## config.mk

```make
export PLATFORM = sky130hd
export DESIGN_NAME = selective_mailbox_queue_core
export DESIGN_NICKNAME = d
export VERILOG_FILES = /design/src/rtl/smq_pkg.sv /design/src/rtl/smq_ram.sv /design/src/rtl/selective_mailbox_queue_core.sv
export SDC_FILE = /design/constraint.sdc
export NUM_CORES = 1
export LEC_CHECK = 0
export ABC_CLOCK_PERIOD_IN_PS = 11700
export BUFFER_PORTS_ARGS = -buffer_cell sky130_fd_sc_hd__buf_2
export CAP_MARGIN = 10
export CORE_MARGIN = 1
export CORE_UTILIZATION = 30
export CTS_CLUSTER_SIZE = 25
export DETAILED_ROUTE_END_ITERATION = 12
export GPL_TIMING_DRIVEN = 0
export PLACE_DENSITY_LB_ADDON = 0.2
export SLEW_MARGIN = 10
export SYNTH_ARGS = -nofsm -noshare
export SYNTH_HDL_FRONTEND = slang
export SYNTH_SLANG_ARGS = --single-unit
```

## constraint.sdc

```tcl
create_clock -name i_clk -period 11.7 [get_ports i_clk]
set_clock_uncertainty 0.2 [all_clocks]
set_input_delay 2.34 -clock i_clk [delete_from_list [all_inputs] [get_ports i_clk]]
set_output_delay 2.34 -clock i_clk [all_outputs]
set_load 0.05 [all_outputs]
```

## src/rtl/smq_pkg.sv

```systemverilog
`timescale 1ns / 1ps
// Types and constants for the selective mailbox queue.
// Used by the top level; no dependencies.
package smq_pkg;

    // One stored message as it sits in the mailbox memory.
    typedef struct packed {
        logic [15:0] recipient;
        logic [15:0] sender;
        logic [7:0]  content;
    } t_entry;

    localparam int ENTRY_W = $bits(t_entry);

    // Result status codes.
    typedef enum logic [1:0] {
        ST_OK   = 2'd0,
        ST_FULL = 2'd1,
        ST_NONE = 2'd2
    } t_status;

    // Command modes.
    localparam logic MODE_SEND = 1'b0;
    localparam logic MODE_RECV = 1'b1;

    // Controller states, one-hot.
    typedef enum logic [2:0] {
        S_IDLE   = 3'b001,
        S_SEARCH = 3'b010,
        S_SHIFT  = 3'b100
    } t_state;

endpackage

```

## src/rtl/smq_ram.sv

```systemverilog
`timescale 1ns / 1ps
// Generic single-write, single-read synchronous RAM with registered read data.
// No dependencies.
module smq_ram #(
    parameter int WIDTH = 40,
    parameter int DEPTH = 32
) (
    input  logic                     i_clk,
    input  logic                     i_we,
    input  logic [$clog2(DEPTH)-1:0] i_waddr,
    input  logic [WIDTH-1:0]         i_wdata,
    input  logic                     i_re,
    input  logic [$clog2(DEPTH)-1:0] i_raddr,
    output logic [WIDTH-1:0]         o_rdata
);

    logic [WIDTH-1:0] r_mem [DEPTH];
    logic [WIDTH-1:0] r_rdata;

    // Write port.
    always_ff @(posedge i_clk) begin
        if (i_we) begin
            r_mem[i_waddr] <= i_wdata;
        end
    end

    // Read port with registered read data.
    always_ff @(posedge i_clk) begin
        if (i_re) begin
            r_rdata <= r_mem[i_raddr];
        end
    end

    assign o_rdata = r_rdata;

endmodule

```

## src/rtl/selective_mailbox_queue_core.sv

```systemverilog
`timescale 1ns / 1ps
// Top level of the selective mailbox queue: command control, scan and compaction.
// Depends on smq_pkg and smq_ram.
//
//  Channel   | Handshake             | Word
//  ----------+-----------------------+--------------------------------------------
//  command   | i_start, o_busy       | i_mode, i_caller_id, i_recipient_id, i_content
//  result    | o_valid (one cycle)   | o_status, o_msg_sender, o_msg_content,
//            |                       | o_wake_valid, o_wake_id
//
// For a send, a failed send and a receive on an empty mailbox, the result word appears
// the cycle after the command is accepted and o_busy stays low.
// A receive scans the memory at one read per cycle from the oldest message, then moves
// the younger messages down one slot at one read and one write per cycle.
// Reset empties the mailbox at once; the entries need no clearing pass.
// The receiver cannot stall: each result word is valid for exactly one cycle.
module selective_mailbox_queue_core #(
    parameter int QUEUE_DEPTH = 32
) (
    input  logic        i_clk,
    input  logic        i_rst_n,
    input  logic        i_start,
    output logic        o_busy,
    input  logic        i_mode,
    input  logic [15:0] i_caller_id,
    input  logic [15:0] i_recipient_id,
    input  logic [7:0]  i_content,
    output logic        o_valid,
    output logic [1:0]  o_status,
    output logic [15:0] o_msg_sender,
    output logic [7:0]  o_msg_content,
    output logic        o_wake_valid,
    output logic [15:0] o_wake_id
);

    localparam int AW = $clog2(QUEUE_DEPTH);
    localparam int CW = $clog2(QUEUE_DEPTH + 1);
    localparam logic [CW-1:0] FULL_COUNT = CW'(QUEUE_DEPTH);

    smq_pkg::t_state r_state, n_state;
    logic [CW-1:0]   r_count, n_count;
    logic [CW-1:0]   r_ra, n_ra;
    logic [AW-1:0]   r_pidx, n_pidx;
    logic            r_pend, n_pend;
    logic [15:0]     r_key, n_key;
    logic [15:0]     r_snd, n_snd;
    logic [7:0]      r_cnt, n_cnt;

    logic            r_valid, n_valid;
    logic [1:0]      r_status, n_status;
    logic [15:0]     r_msg_sender, n_msg_sender;
    logic [7:0]      r_msg_content, n_msg_content;
    logic            r_wake_valid, n_wake_valid;
    logic [15:0]     r_wake_id, n_wake_id;

    logic            accept;
    logic            rd_en;
    logic            mem_we;
    logic [AW-1:0]   mem_waddr;
    smq_pkg::t_entry mem_wdata;
    smq_pkg::t_entry mem_rdata;
    logic [smq_pkg::ENTRY_W-1:0] rdata_bits;

    assign accept = i_start && !o_busy;
    assign o_busy = (r_state != smq_pkg::S_IDLE);

    // A scan or shift read is issued while the read pointer is below the fill count.
    assign rd_en = (r_state != smq_pkg::S_IDLE) && (r_ra < r_count);

    smq_ram #(
        .WIDTH(smq_pkg::ENTRY_W),
        .DEPTH(QUEUE_DEPTH)
    ) u_mem (
        .i_clk  (i_clk),
        .i_we   (mem_we),
        .i_waddr(mem_waddr),
        .i_wdata(mem_wdata),
        .i_re   (rd_en),
        .i_raddr(r_ra[AW-1:0]),
        .o_rdata(rdata_bits)
    );

    assign mem_rdata = smq_pkg::t_entry'(rdata_bits);

    // Write port: append on a send, move a message down one slot while shifting.
    always_comb begin
        mem_we    = 1'b0;
        mem_waddr = r_count[AW-1:0];
        mem_wdata = '{recipient: i_recipient_id, sender: i_caller_id, content: i_content};
        if (r_state == smq_pkg::S_IDLE) begin
            mem_we = accept && (i_mode == smq_pkg::MODE_SEND) && (r_count != FULL_COUNT);
        end else if (r_state == smq_pkg::S_SHIFT) begin
            mem_we    = r_pend;
            mem_waddr = r_pidx - 1'b1;
            mem_wdata = mem_rdata;
        end
    end

    // Control: command decode, scan for the oldest match, then compaction.
    always_comb begin
        n_state       = r_state;
        n_count       = r_count;
        n_ra          = r_ra;
        n_pidx        = r_pidx;
        n_pend        = 1'b0;
        n_key         = r_key;
        n_snd         = r_snd;
        n_cnt         = r_cnt;
        n_valid       = 1'b0;
        n_status      = r_status;
        n_msg_sender  = r_msg_sender;
        n_msg_content = r_msg_content;
        n_wake_valid  = r_wake_valid;
        n_wake_id     = r_wake_id;

        // Read pipeline shared by scan and shift.
        if (rd_en) begin
            n_ra   = r_ra + 1'b1;
            n_pend = 1'b1;
            n_pidx = r_ra[AW-1:0];
        end

        unique case (r_state)
            smq_pkg::S_IDLE: begin
                if (accept) begin
                    n_msg_sender  = '0;
                    n_msg_content = '0;
                    n_wake_valid  = 1'b0;
                    n_wake_id     = '0;
                    if (i_mode == smq_pkg::MODE_SEND) begin
                        n_valid = 1'b1;
                        if (r_count == FULL_COUNT) begin
                            n_status = smq_pkg::ST_FULL;
                        end else begin
                            n_status     = smq_pkg::ST_OK;
                            n_count      = r_count + 1'b1;
                            n_wake_valid = 1'b1;
                            n_wake_id    = i_recipient_id;
                        end
                    end else if (r_count == '0) begin
                        n_valid  = 1'b1;
                        n_status = smq_pkg::ST_NONE;
                    end else begin
                        n_state = smq_pkg::S_SEARCH;
                        n_key   = i_caller_id;
                        n_ra    = '0;
                    end
                end
            end
            smq_pkg::S_SEARCH: begin
                if (r_pend && (mem_rdata.recipient == r_key)) begin
                    // Oldest match found; the reads already in flight feed the shift.
                    n_snd   = mem_rdata.sender;
                    n_cnt   = mem_rdata.content;
                    n_state = smq_pkg::S_SHIFT;
                end else if (!r_pend && !rd_en) begin
                    n_valid       = 1'b1;
                    n_status      = smq_pkg::ST_NONE;
                    n_msg_sender  = '0;
                    n_msg_content = '0;
                    n_wake_valid  = 1'b0;
                    n_wake_id     = '0;
                    n_state       = smq_pkg::S_IDLE;
                end
            end
            smq_pkg::S_SHIFT: begin
                if (!r_pend && !rd_en) begin
                    n_count       = r_count - 1'b1;
                    n_valid       = 1'b1;
                    n_status      = smq_pkg::ST_OK;
                    n_msg_sender  = r_snd;
                    n_msg_content = r_cnt;
                    n_wake_valid  = 1'b0;
                    n_wake_id     = '0;
                    n_state       = smq_pkg::S_IDLE;
                end
            end
            default: begin
                n_state = smq_pkg::S_IDLE;
            end
        endcase
    end

    // Control registers.
    always_ff @(posedge i_clk) begin
        if (!i_rst_n) begin
            r_state <= smq_pkg::S_IDLE;
            r_count <= '0;
            r_pend  <= 1'b0;
            r_valid <= 1'b0;
        end else begin
            r_state <= n_state;
            r_count <= n_count;
            r_pend  <= n_pend;
            r_valid <= n_valid;
        end
    end

    // Payload registers.
    always_ff @(posedge i_clk) begin
        r_ra          <= n_ra;
        r_pidx        <= n_pidx;
        r_key         <= n_key;
        r_snd         <= n_snd;
        r_cnt         <= n_cnt;
        r_status      <= n_status;
        r_msg_sender  <= n_msg_sender;
        r_msg_content <= n_msg_content;
        r_wake_valid  <= n_wake_valid;
        r_wake_id     <= n_wake_id;
    end

    assign o_valid       = r_valid;
    assign o_status      = r_status;
    assign o_msg_sender  = r_msg_sender;
    assign o_msg_content = r_msg_content;
    assign o_wake_valid  = r_wake_valid;
    assign o_wake_id     = r_wake_id;

`ifndef SYNTH
    // The fill count never passes the capacity.
    a_count_bound: assert property (@(posedge i_clk) disable iff (!i_rst_n)
        r_count <= FULL_COUNT)
        else $error("mailbox fill count exceeds capacity");

    // A full report only comes from a mailbox that is full.
    a_full_report: assert property (@(posedge i_clk) disable iff (!i_rst_n)
        (o_valid && (o_status == smq_pkg::ST_FULL)) |-> (r_count == FULL_COUNT))
        else $error("full reported on a mailbox with room");

    // Shift writes stay inside the held messages.
    a_shift_write: assert property (@(posedge i_clk) disable iff (!i_rst_n)
        (mem_we && (r_state == smq_pkg::S_SHIFT)) |-> (CW'(mem_waddr) < r_count))
        else $error("shift write beyond held messages");

    // A result word never appears while a receive is still in progress.
    a_result_idle: assert property (@(posedge i_clk) disable iff (!i_rst_n)
        o_valid |-> (r_state == smq_pkg::S_IDLE))
        else $error("result word while busy");
`endif

endmodule

```

==> impl_metrics.py <==
metrics = {
    "worst_setup_path": {
        "arrival_ns": 5.38,
        "cp.required_ns": 11.97,
        "cp_slowest_cell": "nor4bb_1",
        "slowest_delay_ns": 0.71,
        "crit_chain": "buf_2 > nor4bb_1 > a31oi_1 > or2_1 > clkbuf_1 > nor2_4 > buf_12 > buf_12",
        "cp_top_family": "simple AND/OR/NAND/NOR gates",
        "path_max_fanout": 15,
        "cp_num_buf_inv": 4,
        "endpoint_kind": "flop",
        "cp-start-kind": "primary input",
        "crit_path_frequent_cell": "buf_12",
        "worstSetupPathType": "primary input to flop",
    },
    "drt": {
        "first_pass_iters": 5,
        "drcViolationCount": 0,
        "vias": 25780,
        "post_drt_wl_per_cell_um": 29.7,
        "drt_iter0_drc": 2519,
        "ant_nets": 0,
        "viasPerCell": 4.99,
        "wirelength_mm": 153,
    },
    "pwr": {
        "cellLeakagePower_nw": 19.7,
        "p_switching_mw": 3.32,
        "intPower_mw": 9.51,
        "combPwrFrac_pct": 19.5,
        "p_seq_share_pct": 44.6,
        "clkPwrFrac_pct": 36.0,
        "p_per_area_mw_per_mm2": 199,
        "swShare_pct": 25.9,
        "ir_worst_vdd_uv": 158,
        "power.total_mw": 12.8,
    },
    "logic_synthesis": {
        "syn_avg_cell_area_um2": 23.1,
        "synth-xor-area-share_pct": 0.417,
        "ys_seq_area_share_pct": 78.0,
        "synth_ff_type": "edfxtp_1",
        "synth_nets": 2421,
        "synthSimpleGateAreaFrac_pct": 2.31,
        "synth_area_mm2": 0.0547,
        "ys_warn_count": 0,
        "synth_cells": 2365,
        "ys_types": 52,
        "synth_top_family_by_area": "multiplexers",
        "synth-edff-count": 1408,
        "ys_seq_elements": 1425,
        "muxShareOfSynthArea_pct": 17.3,
        "synth_compound_area_share_pct": 0.611,
        "synthAdderAreaFrac_pct": 0.288,
        "async_flop_share_pct": 0,
    },
    "place": {
        "gp_routability_congestion": 0.800,
        "dp_slack_ns": 5.81,
        "dp_cells": 4891,
        "dp_hpwl_mm": 102,
        "port_buffers": 88,
    },
    "timing": {
        "setup-tns-final_ns": 0,
        "fin_crit_sh_pct": 43.7,
        "slew_viol_final": 0,
        "holdWs_ns": 0.255,
        "fmax_mhz": 195,
        "slew_headroom_pct": 20.6,
        "worst_slew_pin_slew_ns": 1.19,
        "hold_viol": 0,
        "final.setup.worst_slack_ns": 6.58,
        "rsz0062_at_grt": "false",
        "period_minus_slack_ns": 5.12,
        "setup_violations": 0,
    },
    "clocking": {
        "clkSinkCount": 1425,
        "cts.clk_slew.worst_paths_ns": 0.06,
        "h-tree-depth": 4,
        "clock_latency_ns": 0.80,
        "cts_inserted_buffers": 151,
        "hold_buffers": 0,
        "cts_root_buffer": "clkbuf_16",
        "post_cts_buffers": 0,
        "cts_tree": "done",
        "cts.repair.resized": 0,
        "clockBufferDepth": 3,
    },
    "floorplanning": {
        "dieArea_mm2": 0.184,
        "pin_count": 89,
        "initial_utilization_pct": 30.2,
        "die_y_um": 429,
        "placeableCoreArea_mm2": 0.181,
        "chipWidth_um": 429,
        "fp-row-count": 156,
    },
    "finish": {
        "nets": 2730,
        "register_area_mm2": 0.0426,
        "fill_cells": 16430,
        "fin_cells": 5163,
        "area_delta_synth_final_pct": 18.1,
        "multiInputGateArea_mm2": 0.0117,
        "drive_gt1_share_pct": 31.6,
    },
    "grt": {
        "overflow": 0,
        "grt_use_total_pct": 16.7,
        "grt_max_degree": 34,
        "first_global_vias": 27251,
        "grt_pass1_wl_mm": 214,
        "antenna_found_initial": 4,
    },
    "min_path": {
        "hold_class": "flop to flop",
    },
    "job": {
        "cap_viol_max_count": 0,
    },
    "outcome": {
        "outcome": "finished, final reports clean",
    },
}
final timing paths:
kind,end,from,cells past startpoint,slack (ns)
setup / recovery,u_mem.r_mem[10][6],i_start,8,6.58
hold / removal,r_cnt[5],u_mem.o_rdata[5],0,0.25
setup reg to reg,u_mem.r_mem[11][6],r_state[1],9,7.39
hold reg to reg,r_cnt[5],u_mem.o_rdata[5],0,0.25
layer usage:
layer | global-route usage (%) | part of all wire (%)
met5 | 0 | 0
met4 | 5.71 | 3.1
met3 | 3.11 | 5.3
met2 | 29.9 | 53
met1 | 20.1 | 39
state kept, by name, summed over array words and instances, names as in the netlist:
name,flops
u_mem.r_mem,1280
u_mem.o_rdata,40
o_msg_sender,16
o_wake_id,16
r_key,16
r_snd,16
o_msg_content,8
r_cnt,8
r_count,6
r_ra,6
r_pidx,5
r_state,3
o_status,2
o_valid,1
o_wake_valid,1
r_pend,1
metrics by stage:
step | cell area, µm² | util [%]
after floorplan | 54700 | -
after global placement | 58100 | 32.1
after detailed placement | 59800 | 33.1
after CTS | 64600 | 35.7
after global routing | 64600 | 35.7
final | 64600 | 35.7
synthesized netlist by cell type (3+ instances only):
| cell | instances | area share, % |
|---|---|---|
| mux2_2 | 40 | 0.82 |
| buf_1 | 17 | 0.12 |
| buf_4 | 14 | 0.19 |
| dfxtp_1 | 17 | 0.62 |
| nand3_1 | 9 | 0.082 |
| ha_1 | 11 | 0.25 |
| nand2b_1 | 3 | 0.034 |
| inv_2 | 4 | 0.027 |
| edfxtp_1 | 1408 | 77 |
| o21ai_1 | 7 | 0.064 |
| buf_6 | 3 | 0.062 |
| clkbuf_1 | 65 | 0.45 |
| o31ai_1 | 6 | 0.082 |
| xnor2_1 | 15 | 0.24 |
| nor4_1 | 4 | 0.046 |
| nor2_1 | 45 | 0.31 |
| xor2_1 | 11 | 0.18 |
| o21ai_0 | 6 | 0.055 |
| a21oi_1 | 9 | 0.082 |
| nand2_1 | 149 | 1.0 |
| and2_1 | 44 | 0.50 |
| nand4_1 | 7 | 0.080 |
| o211ai_1 | 3 | 0.041 |
| and3_1 | 3 | 0.034 |
| nor3_1 | 4 | 0.037 |
| a21o_1 | 3 | 0.041 |
| mux4_2 | 400 | 16 |
| buf_2 | 15 | 0.14 |
| inv_1 | 13 | 0.089 |
cells by family after synthesis:
kind of cell / after synthesis
flops: 1425
mux: 442
simple gates: 280
buf+inv: 131
compound gates: 49
xor+xnor: 26
fa+ha+maj: 12
final cells by class:
cell class                      instances  area share (%)
Multi-Input combinational cell        809            18.1
Antenna cell                            3          0.0116
Clock inverter                         85            1.11
Timing Repair Buffer                  156            3.01
Inverter                               17           0.103
Tap cell                             2370            4.59
Buffer                                114           0.825
Clock buffer                          184            6.24
Sequential cell                      1425            66.0
layout by cell type, fill, tap and decap left out, types with 4 or more instances in the layout:
| master | count |
|---|---|
| and2_1 | 44 |
| ha_1 | 11 |
| inv_2 | 4 |
| o21ai_0 | 6 |
| clkbuf_16 | 155 |
| a21oi_1 | 9 |
| xnor2_1 | 15 |
| nand3_1 | 9 |
| inv_1 | 12 |
| dfxtp_1 | 17 |
| clkinvlp_4 | 4 |
| nor2_4 | 32 |
| nand2_1 | 149 |
| bufinv_16 | 10 |
| mux2_2 | 40 |
| clkbuf_1 | 84 |
| clkinv_1 | 41 |
| edfxtp_1 | 1408 |
| nor4_1 | 4 |
| clkbuf_8 | 4 |
| buf_4 | 14 |
| o31ai_1 | 6 |
| nor2_1 | 13 |
| mux4_2 | 400 |
| buf_16 | 19 |
| o21ai_1 | 7 |
| buf_12 | 49 |
| xor2_1 | 11 |
| clkbuf_2 | 8 |
| buf_2 | 104 |
| clkinv_2 | 20 |
| nand4_1 | 7 |
| buf_1 | 14 |
| clkinv_8 | 6 |
power groups by stage:
stage / Clock, mW / Combinational [mW] / Sequential (mW)
after global placement: 0 / 2.51 / 5.83
after floorplan: 0 / 1.65 / 5.85
after detailed placement: 0 / 2.55 / 5.83
after CTS: 4.72 / 2.56 / 5.72
after global routing: 4.90 / 2.65 / 5.72
final: 4.61 / 2.50 / 5.72
Power figures use the tool's default switching activity.
